File: src/sv/lffd_pkg.sv
// ----------------------------------------------------------------------------
// lffd_pkg
// Shared types and constants for the length field frame decoder.
// ----------------------------------------------------------------------------
package lffd_pkg;

  localparam int LFFD_MAX_HEADER = 64;
  localparam int CntW            = 7;
  localparam int TotW            = 34;
  localparam int RemW            = 33;
  localparam int CfgDataW        = 32;
  localparam int CfgIdxW         = 2;

  localparam logic [31:0] RST_MAX_FRAME_LENGTH  = 32'd65535;
  localparam logic [5:0]  RST_LENGTH_OFFSET     = 6'd0;
  localparam logic [1:0]  RST_LENGTH_SIZE_CODE  = 2'd1;
  localparam logic [15:0] RST_LENGTH_ADJUSTMENT = 16'd0;

  typedef enum logic [CfgIdxW-1:0] {
    REG_MAX_FRAME_LENGTH  = 2'd0,
    REG_LENGTH_OFFSET     = 2'd1,
    REG_LENGTH_SIZE_CODE  = 2'd2,
    REG_LENGTH_ADJUSTMENT = 2'd3
  } cfg_idx_e;

  typedef enum logic {
    ST_DATA  = 1'b0,
    ST_ERROR = 1'b1
  } status_e;

  typedef struct packed {
    logic [31:0] max_frame_length;
    logic [5:0]  length_offset;
    logic [1:0]  length_size_code;
    logic [15:0] length_adjustment;
  } cfg_t;

  typedef struct packed {
    logic [7:0] in_byte;
  } in_item_t;

  typedef struct packed {
    logic [7:0] out_byte;
    logic       is_last;
    logic       status;
  } out_item_t;

endpackage

File: src/sv/lffd_stream_if.sv
// ----------------------------------------------------------------------------
// lffd_stream_if
// Valid/ready stream channel carrying one request payload.
// ----------------------------------------------------------------------------
interface lffd_stream_if #(
  parameter type payload_t = logic [7:0]
);
  logic     valid;
  logic     ready;
  payload_t payload;

  modport source (output valid, output payload, input ready);
  modport sink   (input valid, input payload, output ready);
endinterface

File: src/sv/lffd_ram.sv
// ----------------------------------------------------------------------------
// lffd_ram
// Generic single-port-write, single-port-read RAM with registered read.
// ----------------------------------------------------------------------------
module lffd_ram #(
  parameter int Width = 8,
  parameter int Depth = 64,
  localparam int AddrW = (Depth > 1) ? $clog2(Depth) : 1
) (
  input  logic             clk_i,
  input  logic             we_i,
  input  logic [AddrW-1:0] waddr_i,
  input  logic [Width-1:0] wdata_i,
  input  logic             re_i,
  input  logic [AddrW-1:0] raddr_i,
  output logic [Width-1:0] rdata_o
);

  logic [Width-1:0] mem_q [Depth];
  logic [Width-1:0] rdata_q;

  always_ff @(posedge clk_i) begin
    if (we_i) begin
      mem_q[waddr_i] <= wdata_i;
    end
    if (re_i) begin
      rdata_q <= mem_q[raddr_i];
    end
  end

  assign rdata_o = rdata_q;

endmodule

File: src/sv/lffd_cfg.sv
// ----------------------------------------------------------------------------
// lffd_cfg
// Configuration register bank written through a plain write port.
// ----------------------------------------------------------------------------
module lffd_cfg
  import lffd_pkg::*;
(
  input  logic                clk_i,
  input  logic                rst_ni,
  input  logic                cfg_we_i,
  input  logic [CfgIdxW-1:0]  cfg_idx_i,
  input  logic [CfgDataW-1:0] cfg_data_i,
  output cfg_t                cfg_o
);

  cfg_t cfg_q, cfg_d;

  always_comb begin
    cfg_d = cfg_q;
    if (cfg_we_i) begin
      case (cfg_idx_e'(cfg_idx_i))
        REG_MAX_FRAME_LENGTH:  cfg_d.max_frame_length  = cfg_data_i;
        REG_LENGTH_OFFSET:     cfg_d.length_offset     = cfg_data_i[5:0];
        REG_LENGTH_SIZE_CODE:  cfg_d.length_size_code  = cfg_data_i[1:0];
        REG_LENGTH_ADJUSTMENT: cfg_d.length_adjustment = cfg_data_i[15:0];
        default:               cfg_d = cfg_q;
      endcase
    end
  end

  always_ff @(posedge clk_i or negedge rst_ni) begin
    if (!rst_ni) begin
      cfg_q.max_frame_length  <= RST_MAX_FRAME_LENGTH;
      cfg_q.length_offset     <= RST_LENGTH_OFFSET;
      cfg_q.length_size_code  <= RST_LENGTH_SIZE_CODE;
      cfg_q.length_adjustment <= RST_LENGTH_ADJUSTMENT;
    end else begin
      cfg_q <= cfg_d;
    end
  end

  assign cfg_o = cfg_q;

endmodule

File: src/sv/lffd_ctrl.sv
// ----------------------------------------------------------------------------
// lffd_ctrl
// Frame sequencer: fills the header store, reads the length field back,
// checks the frame length, replays the header and passes the payload.
// ----------------------------------------------------------------------------
module lffd_ctrl
  import lffd_pkg::*;
#(
  parameter int MaxHeader = LFFD_MAX_HEADER,
  localparam int AddrW = (MaxHeader > 1) ? $clog2(MaxHeader) : 1
) (
  input  logic             clk_i,
  input  logic             rst_ni,
  input  cfg_t             cfg_i,
  lffd_stream_if.sink      in_i,
  lffd_stream_if.source    out_o,
  output logic             ram_we_o,
  output logic [AddrW-1:0] ram_waddr_o,
  output logic [7:0]       ram_wdata_o,
  output logic             ram_re_o,
  output logic [AddrW-1:0] ram_raddr_o,
  input  logic [7:0]       ram_rdata_i
);

  typedef enum logic [6:0] {
    S_HDR  = 7'b0000001,
    S_LEN  = 7'b0000010,
    S_SUM  = 7'b0000100,
    S_CMP  = 7'b0001000,
    S_EMIT = 7'b0010000,
    S_PAY  = 7'b0100000,
    S_ERR  = 7'b1000000
  } state_e;

  localparam logic [CntW-1:0] MaxHdrC = CntW'(MaxHeader);

  state_e          state_q, state_d;
  logic [CntW-1:0] hc_q, hc_d;
  logic [CntW-1:0] idx_q, idx_d;
  logic            dv_q, dv_d;
  logic [2:0]      bi_q, bi_d;
  logic [31:0]     acc_q, acc_d;
  logic            ovf_q, ovf_d;
  logic [TotW-1:0] total_q, total_d;
  logic [RemW-1:0] rem_q, rem_d;
  logic            pend_q, pend_d;
  logic            pend_last_q, pend_last_d;
  logic            ov_q, ov_d;
  out_item_t       out_q, out_d;

  logic [CntW-1:0] need;
  logic [3:0]      fsize;
  logic [CntW-1:0] hc_inc;
  logic [CntW-1:0] rd_addr;
  logic            out_free;
  logic            in_acc;
  logic            move;
  logic            issue;

  assign fsize    = 4'd1 << cfg_i.length_size_code;
  assign need     = CntW'(cfg_i.length_offset) + CntW'(fsize);
  assign hc_inc   = hc_q + 7'd1;
  assign out_free = !ov_q || out_o.ready;
  assign in_acc   = in_i.valid && in_i.ready;
  assign move     = (state_q == S_EMIT) && pend_q && out_free;
  assign issue    = (state_q == S_EMIT) && (idx_q < hc_q) && (!pend_q || move);

  always_comb begin
    case (state_q)
      S_HDR:   in_i.ready = out_free;
      S_PAY:   in_i.ready = out_free;
      S_ERR:   in_i.ready = 1'b1;
      default: in_i.ready = 1'b0;
    endcase
  end

  always_comb begin
    state_d     = state_q;
    hc_d        = hc_q;
    idx_d       = idx_q;
    dv_d        = 1'b0;
    bi_d        = bi_q;
    acc_d       = acc_q;
    ovf_d       = ovf_q;
    total_d     = total_q;
    rem_d       = rem_q;
    pend_d      = pend_q;
    pend_last_d = pend_last_q;
    ov_d        = ov_q && !out_o.ready;
    out_d       = out_q;
    ram_we_o    = 1'b0;
    ram_waddr_o = hc_q[AddrW-1:0];
    ram_wdata_o = in_i.payload.in_byte;
    ram_re_o    = 1'b0;
    rd_addr     = CntW'(cfg_i.length_offset) + idx_q;
    ram_raddr_o = rd_addr[AddrW-1:0];

    case (state_q)
      S_HDR: begin
        if (in_acc) begin
          if (need > MaxHdrC) begin
            ov_d    = 1'b1;
            out_d   = '{out_byte: 8'd0, is_last: 1'b0, status: ST_ERROR};
            state_d = S_ERR;
          end else begin
            ram_we_o = 1'b1;
            hc_d     = hc_inc;
            if (hc_inc >= need) begin
              idx_d   = '0;
              acc_d   = '0;
              ovf_d   = 1'b0;
              state_d = S_LEN;
            end
          end
        end
      end
      S_LEN: begin
        if (idx_q < CntW'(fsize)) begin
          ram_re_o = 1'b1;
          idx_d    = idx_q + 7'd1;
          dv_d     = 1'b1;
          bi_d     = idx_q[2:0];
        end
        if (dv_q) begin
          if (!bi_q[2]) begin
            acc_d = acc_q | ({24'd0, ram_rdata_i} << {bi_q[1:0], 3'b000});
          end else if (ram_rdata_i != 8'd0) begin
            ovf_d = 1'b1;
          end
          if ({1'b0, bi_q} == fsize - 4'd1) begin
            state_d = S_SUM;
          end
        end
      end
      S_SUM: begin
        total_d = TotW'(need) + TotW'(acc_q) + TotW'(cfg_i.length_adjustment);
        state_d = S_CMP;
      end
      S_CMP: begin
        if (out_free) begin
          if (ovf_q || (total_q > TotW'(cfg_i.max_frame_length))) begin
            ov_d    = 1'b1;
            out_d   = '{out_byte: 8'd0, is_last: 1'b0, status: ST_ERROR};
            state_d = S_ERR;
          end else begin
            rem_d   = total_q[RemW-1:0] - RemW'(hc_q);
            idx_d   = '0;
            pend_d  = 1'b0;
            state_d = S_EMIT;
          end
        end
      end
      S_EMIT: begin
        ram_raddr_o = idx_q[AddrW-1:0];
        if (move) begin
          ov_d   = 1'b1;
          out_d  = '{out_byte: ram_rdata_i, is_last: pend_last_q, status: ST_DATA};
          pend_d = 1'b0;
        end
        if (issue) begin
          ram_re_o    = 1'b1;
          idx_d       = idx_q + 7'd1;
          pend_d      = 1'b1;
          pend_last_d = (rem_q == '0) && (idx_q + 7'd1 == hc_q);
        end else if (idx_q == hc_q && !pend_q) begin
          hc_d    = '0;
          state_d = (rem_q == '0) ? S_HDR : S_PAY;
        end
      end
      S_PAY: begin
        if (in_acc) begin
          rem_d = rem_q - 33'd1;
          ov_d  = 1'b1;
          out_d = '{out_byte: in_i.payload.in_byte, is_last: (rem_q == 33'd1),
                    status: ST_DATA};
          if (rem_q == 33'd1) begin
            state_d = S_HDR;
          end
        end
      end
      S_ERR: begin
        state_d = S_ERR;
      end
      default: begin
        state_d = S_HDR;
      end
    endcase
  end

  always_ff @(posedge clk_i or negedge rst_ni) begin
    if (!rst_ni) begin
      state_q     <= S_HDR;
      hc_q        <= '0;
      idx_q       <= '0;
      dv_q        <= 1'b0;
      bi_q        <= '0;
      acc_q       <= '0;
      ovf_q       <= 1'b0;
      total_q     <= '0;
      rem_q       <= '0;
      pend_q      <= 1'b0;
      pend_last_q <= 1'b0;
      ov_q        <= 1'b0;
    end else begin
      state_q     <= state_d;
      hc_q        <= hc_d;
      idx_q       <= idx_d;
      dv_q        <= dv_d;
      bi_q        <= bi_d;
      acc_q       <= acc_d;
      ovf_q       <= ovf_d;
      total_q     <= total_d;
      rem_q       <= rem_d;
      pend_q      <= pend_d;
      pend_last_q <= pend_last_d;
      ov_q        <= ov_d;
    end
  end

  always_ff @(posedge clk_i) begin
    out_q <= out_d;
  end

  assign out_o.valid   = ov_q;
  assign out_o.payload = out_q;

  a_err_sticky: assert property (@(posedge clk_i) disable iff (!rst_ni)
    state_q == S_ERR |=> state_q == S_ERR)
    else $error("error phase left without reset");

  a_ram_one_op: assert property (@(posedge clk_i) disable iff (!rst_ni)
    !(ram_we_o && ram_re_o))
    else $error("header store written and read in one cycle");

  a_hc_bound: assert property (@(posedge clk_i) disable iff (!rst_ni)
    hc_q <= MaxHdrC)
    else $error("header count beyond store depth");

  a_in_state: assert property (@(posedge clk_i) disable iff (!rst_ni)
    in_acc |-> (state_q == S_HDR || state_q == S_PAY || state_q == S_ERR))
    else $error("request accepted while busy");

  a_emit_end: assert property (@(posedge clk_i) disable iff (!rst_ni)
    (state_q == S_EMIT && state_d == S_HDR) |-> (ov_q && out_q.is_last))
    else $error("header burst ended without last marker on zero payload");

endmodule

File: src/sv/length_field_frame_decoder_top.sv
// ----------------------------------------------------------------------------
// length_field_frame_decoder_top
// Splits a byte stream into frames using a little-endian length field.
//
//   channel  dir  payload                       handshake
//   in_i     in   in_byte[7:0]                  valid/ready
//   out_o    out  out_byte[7:0] is_last status  valid/ready
//   cfg      in   cfg_idx_i[1:0] cfg_data_i[31:0]  cfg_we_i, no stall
//
// Header bytes: taken while the output is free, no result until the length field is complete.
// Completion: field read back from the header store byte by byte, then a sum
// state and a check state, then the header burst at one byte per cycle while
// the output takes it, through the single read port of the store.
// Payload: one byte per cycle while the output is free. After an error every byte is taken and dropped
// until reset. Output stalls hold the result register and stop intake.
// ----------------------------------------------------------------------------
module length_field_frame_decoder_top
  import lffd_pkg::*;
#(
  parameter int MaxHeader = LFFD_MAX_HEADER
) (
  input  logic                clk_i,
  input  logic                rst_ni,
  lffd_stream_if.sink         in_i,
  lffd_stream_if.source       out_o,
  input  logic                cfg_we_i,
  input  logic [CfgIdxW-1:0]  cfg_idx_i,
  input  logic [CfgDataW-1:0] cfg_data_i
);

  localparam int AddrW = (MaxHeader > 1) ? $clog2(MaxHeader) : 1;

  cfg_t             cfg;
  logic             ram_we;
  logic [AddrW-1:0] ram_waddr;
  logic [7:0]       ram_wdata;
  logic             ram_re;
  logic [AddrW-1:0] ram_raddr;
  logic [7:0]       ram_rdata;

  lffd_cfg u_cfg (
    .clk_i      (clk_i),
    .rst_ni     (rst_ni),
    .cfg_we_i   (cfg_we_i),
    .cfg_idx_i  (cfg_idx_i),
    .cfg_data_i (cfg_data_i),
    .cfg_o      (cfg)
  );

  lffd_ram #(
    .Width (8),
    .Depth (MaxHeader)
  ) u_hdr_ram (
    .clk_i   (clk_i),
    .we_i    (ram_we),
    .waddr_i (ram_waddr),
    .wdata_i (ram_wdata),
    .re_i    (ram_re),
    .raddr_i (ram_raddr),
    .rdata_o (ram_rdata)
  );

  lffd_ctrl #(
    .MaxHeader (MaxHeader)
  ) u_ctrl (
    .clk_i       (clk_i),
    .rst_ni      (rst_ni),
    .cfg_i       (cfg),
    .in_i        (in_i),
    .out_o       (out_o),
    .ram_we_o    (ram_we),
    .ram_waddr_o (ram_waddr),
    .ram_wdata_o (ram_wdata),
    .ram_re_o    (ram_re),
    .ram_raddr_o (ram_raddr),
    .ram_rdata_i (ram_rdata)
  );

endmodule

File: src/flat_wrapper.sv
// flat-port wrapper written by rule: the top's interface ports become plain ports
module length_field_frame_decoder_top_flat import lffd_pkg::*;
#(
  parameter int MaxHeader = LFFD_MAX_HEADER
)
  (clk_i, rst_ni, cfg_we_i, cfg_idx_i, cfg_data_i, in_i_valid, in_i_payload, in_i_ready, out_o_valid, out_o_payload, out_o_ready);
  lffd_stream_if #(.payload_t(in_item_t)) in_i_i ();
  lffd_stream_if #(.payload_t(out_item_t)) out_o_i ();
  input  logic clk_i;
  input  logic rst_ni;
  input  logic cfg_we_i;
  input  logic [CfgIdxW-1:0] cfg_idx_i;
  input  logic [CfgDataW-1:0] cfg_data_i;
  input wire logic [$bits(in_i_i.valid)-1:0] in_i_valid;
  input wire logic [$bits(in_i_i.payload)-1:0] in_i_payload;
  output wire logic [$bits(in_i_i.ready)-1:0] in_i_ready;
  output wire logic [$bits(out_o_i.valid)-1:0] out_o_valid;
  output wire logic [$bits(out_o_i.payload)-1:0] out_o_payload;
  input wire logic [$bits(out_o_i.ready)-1:0] out_o_ready;
  assign in_i_i.valid = in_i_valid;
  assign in_i_i.payload = in_i_payload;
  assign in_i_ready = in_i_i.ready;
  assign out_o_valid = out_o_i.valid;
  assign out_o_payload = out_o_i.payload;
  assign out_o_i.ready = out_o_ready;
  length_field_frame_decoder_top #(.MaxHeader(MaxHeader)) u_core (.clk_i(clk_i), .rst_ni(rst_ni), .in_i(in_i_i), .out_o(out_o_i), .cfg_we_i(cfg_we_i), .cfg_idx_i(cfg_idx_i), .cfg_data_i(cfg_data_i));
endmodule
File: config.mk
export PLATFORM = sky130hd
export DESIGN_NAME = length_field_frame_decoder_top_flat
export DESIGN_NICKNAME = d
export VERILOG_FILES = /design/src/sv/lffd_pkg.sv /design/src/sv/lffd_stream_if.sv /design/src/sv/lffd_ram.sv /design/src/sv/lffd_cfg.sv /design/src/sv/lffd_ctrl.sv /design/src/sv/length_field_frame_decoder_top.sv /design/src/flat_wrapper.sv
export SDC_FILE = /design/constraint.sdc
export NUM_CORES = 1
export LEC_CHECK = 0
export ABC_AREA = 1
export CAP_MARGIN = 20
export CORE_AREA = 2 2 237 239
export DETAILED_ROUTE_END_ITERATION = 6
export DIE_AREA = 0 0 239 241
export DONT_BUFFER_PORTS = 1
export GPL_TIMING_DRIVEN = 0
export HOLD_SLACK_MARGIN = 0.08
export PLACE_DENSITY = 0.81
export SYNTH_ARGS = -nofsm -noshare
export SYNTH_HDL_FRONTEND = slang
export SYNTH_HIERARCHICAL = 1
export SYNTH_SLANG_ARGS = --single-unit
File: constraint.sdc
create_clock -name clk_i -period 7.5 [get_ports clk_i]
set_clock_uncertainty 0.2 [all_clocks]
set_input_delay 0.375 -clock clk_i [delete_from_list [all_inputs] [get_ports clk_i]]
set_output_delay 0.375 -clock clk_i [all_outputs]
set_load 0.1 [all_outputs]
==> impl_metrics.csv <==
group,metric,value,unit
status,outcome,"finished with violations",
status,violations,"design-rule violations",
cts,clk_pin_slew,60,ps
final_layout,drive_above_1_share,7.92,%
routing,via_count,29000,
routing,via_per_inst,6.16,
yosys,synthXorXnorAreaFrac,1.45,%
timing,tightest_slew,1070,ps
global_route,grt_use_met1,44.1,%
setup_path,cp.required,7540,ps
global_route,grt_max_degree,184,
yosys,synth_edf_count,530,
yosys,yosys_most_used_dff,"edfxtp_1",
final_layout,fill_cells,3894,
yosys,ys_seq_elements,713,
cts,clk_latency,640,ps
yosys,synthSimpleGateAreaFrac,26.4,%
yosys,syn-instance-count,3787,
global_route,antenna_found_initial,1,
global_route,gr-max-usage-layer,"met2",
timing,finalCritPeriodShare,74.0,%
cts,cts_tree,"built",
setup_path,cp_top_family,"simple AND/OR/NAND/NOR gates",
setup_path,cpMaxStageDelayCell,"nor2_1",
yosys,synth_nets,3939,
floorplan,die_w,239,um
yosys,avgSynthCellArea,9.39,sq um
timing,rsz0062_at_grt,"false",
setup_path,cp_max_fo,8,
global_route,grt_overflow,0,
timing,slew_headroom,28.1,%
cts,cts_root_buffer,"clkbuf_16",
routing,drc,1,
min_path,hold_path_class,"primary input to register",
pwr,max-vdd-ir-drop,0.344,mV
setup_path,crit_buf_inv,1,
floorplan,ios,59,
cts,cts_sinks,713,
place,io_buffer_count,0,
floorplan,core-area,0.0549,sq mm
timing,fmax,0.180,GHz
yosys,synthAdderAreaFrac,3.92,%
yosys,seq_area_frac_synth,57.7,%
floorplan,core.rowCount,86,
cts,cts-buffers-inserted,75,
floorplan,die-area,0.0576,sq mm
timing,setup_viol,0,
global_route,grt_pass1_vias,27400,
timing,tns,0,ps
yosys,yosysWarningCount,6,
timing,holdWs,119,ps
routing,ant_nets,0,
floorplan,die_h,241,um
setup_path,cp.arrival,5590,ps
run,maxCapViolations,0,
yosys,synth-compound-area-share,4.56,%
final_layout,area_growth,12.1,%
place,place.gp.congestion,1.02,
global_route,grt_first_pass_wirelength,158000,um
routing,drt_iter0_drc,3644,
setup_path,cp_cell_sequence,"nor2_1, ha_1, a21oi_1, nand2_1, xnor2_1, nand3_1, nand2_1, nand2_1, nor2_1, clkbuf_1, nand4_1, nor2_1",
global_route,met2_usage,62.5,%
cts,post_cts_resized,0,
yosys,ys_async_sr_fraction,25.7,%
yosys,syn_area,0.0356,sq mm
setup_path,crit_type,"register to register",
routing,routed_wl,106000,um
cts,htree_levels,3,
pwr,cellPowerDensity,373,mW/mm^2
place,dp_hpwl,72500,um
setup_path,start_kind,"register",
final_layout,nNetsFinal,4099,
cts,cts_buffer_depth,3,
global_route,grt_use_met3,6.63,%
pwr,p_leak,16.6,nW
setup_path,slowest_delay,1070,ps
yosys,synth_top_family_by_area,"simple AND/OR/NAND/NOR gates",
setup_path,worst_setup_path_end_kind,"register",
routing,dr.pass1.iters,7,
routing,wire_per_inst,22.5,um
timing,finalHoldViolCount,0,
yosys,muxShareOfSynthArea,0.113,%
global_route,grtUsageTotal,36.9,%
floorplan,start_util,64.8,%
timing,slew_viol_final,0,
timing,period_minus_slack,5550,ps
yosys,synth.distinct_cells,55,
[metal layers]
layer  vias up  wire length [um]  share of wire [%]
met5         -                 0                  0
met1     13700             37900                 36
met2      1742             50900                 48
met3       413              9740                9.2
li1      13200                 -                  -
met4         0              7460                7.0
[what timing repair did]
action / CTS / global route
hold endpoints to repair: 259 / 0
hold buffers: 82 / 0
setup buffers: 0 / 0
[area by class of cell]
class / count / area (sq um) / area share, %
diodes: 2 / 5.00 / 0.0126
repair buffers: 83 / 846 / 2.12
well taps: 704 / 881 / 2.21
inverters: 245 / 922 / 2.31
multi-input cells: 2648 / 13000 / 32.5
clock inverters: 39 / 594 / 1.49
flip-flops and latches: 713 / 20500 / 51.5
plain buffers: 181 / 1160 / 2.92
clock buffers: 93 / 1960 / 4.93
[state kept, by name (all words and copies together), names as in the netlist]
register                     count
u_core/u_cfg/cfg_o              56
u_core/u_ctrl/acc_q             32
u_core/u_ctrl/bi_q               3
u_core/u_ctrl/dv_q               1
u_core/u_ctrl/hc_q               7
u_core/u_ctrl/idx_q              7
u_core/u_ctrl/out_o.payload     10
u_core/u_ctrl/out_o.valid        1
u_core/u_ctrl/ovf_q              1
u_core/u_ctrl/pend_last_q        1
u_core/u_ctrl/pend_q             1
u_core/u_ctrl/rem_q             33
u_core/u_ctrl/state_q            7
u_core/u_ctrl/total_q           33
u_core/u_hdr_ram/mem_q         512
u_core/u_hdr_ram/rdata_o         8
[logic make-up (layout without fill, tap and decap cells)]
group,Yosys count,in the layout
compound gates,286,286
other cells,0,2
simple gates,2194,2194
fa+ha+maj,105,105
buf+inv,426,641
flops,713,713
mux,4,4
xor+xnor,59,59
[synthesized netlist by cell type (6+ instances only)]
cell type / number / area [sq um]
nand4_1: 61 / 382
clkbuf_1: 35 / 131
xnor2_1: 21 / 184
nand2_1: 1183 / 4440
a21oi_1: 95 / 475
o21ai_0: 109 / 546
edfxtp_1: 530 / 15900
buf_1: 10 / 37.5
nor2_1: 248 / 931
buf_6: 31 / 349
dfstp_2: 18 / 473
o22ai_1: 6 / 37.5
buf_4: 40 / 300
nand2_2: 7 / 43.8
inv_1: 236 / 886
xor2_1: 38 / 333
a32o_1: 8 / 80.1
o21ai_1: 25 / 125
buf_2: 63 / 315
ha_1: 94 / 1180
fa_1: 11 / 220
o21ai_2: 20 / 175
nand3_1: 627 / 3140
nor3_1: 27 / 135
nor4_1: 8 / 50.1
dfrtp_1: 165 / 4130
[report_power, final]
group          leakage [nW]  switching [mW]  internal [mW]  total [mW]
Sequential             7.16           0.582           4.57        5.15
Combinational          8.20            4.00           1.81        5.81
Clock                  1.23            1.59           2.30        3.89
Total                  16.6            6.18           8.68        14.9
[layout by cell type (no fill, tap or decap), types with 31 or more instances in the layout]
cell type	instances
clkbuf_1	51
edfxtp_1	530
nor2_1	248
ha_1	94
nand2_1	1183
o21ai_0	109
a21oi_1	95
buf_6	31
nand3_1	627
buf_2	63
buf_4	41
clkbuf_16	75
dfrtp_1	165
xor2_1	38
inv_1	236
dlygate4sd3_1	81
nand4_1	61
[metrics by stage]
step,power [mW],std cells,utilization (%),instance area (sq um),setup WS (ps)
after floorplan,8.94,3787,-,35600,3600
after global placement,10.6,4491,66.4,36500,2380
after detailed placement,10.7,4492,66.5,36500,2320
after CTS,14.7,4706,72.6,39900,2230
after global routing,15.5,4706,72.6,39900,1970
final,14.9,4708,72.6,39900,1950
[worst paths after layout]
kind / startpoint / endpoint / slack (ps) / cells past startpoint
setup / recovery: u_core/u_cfg/cfg_o[16]$_DFFE_PN1P_ / u_core/u_hdr_ram/mem_q[31][4]$_DFFE_PP_ / 1950 / 12
hold / removal: in_i_payload[1] / u_core/u_hdr_ram/mem_q[40][1]$_DFFE_PP_ / 120 / 1
setup reg to reg: u_core/u_cfg/cfg_o[16]$_DFFE_PN1P_ / u_core/u_hdr_ram/mem_q[31][4]$_DFFE_PP_ / 1950 / 12
hold reg to reg: u_core/u_cfg/cfg_o[34]$_DFFE_PN1P_ / u_core/u_cfg/cfg_o[34]$_DFFE_PN1P_ / 270 / 2
max in group asynchronous: rst_ni / u_core/u_ctrl/rem_q[28]$_DFFE_PN0P_ / 6090 / 2
min in group asynchronous: rst_ni / u_core/u_cfg/cfg_o[47]$_DFFE_PN0P_ / 240 / 2
(Power assumes the default switching activity.)
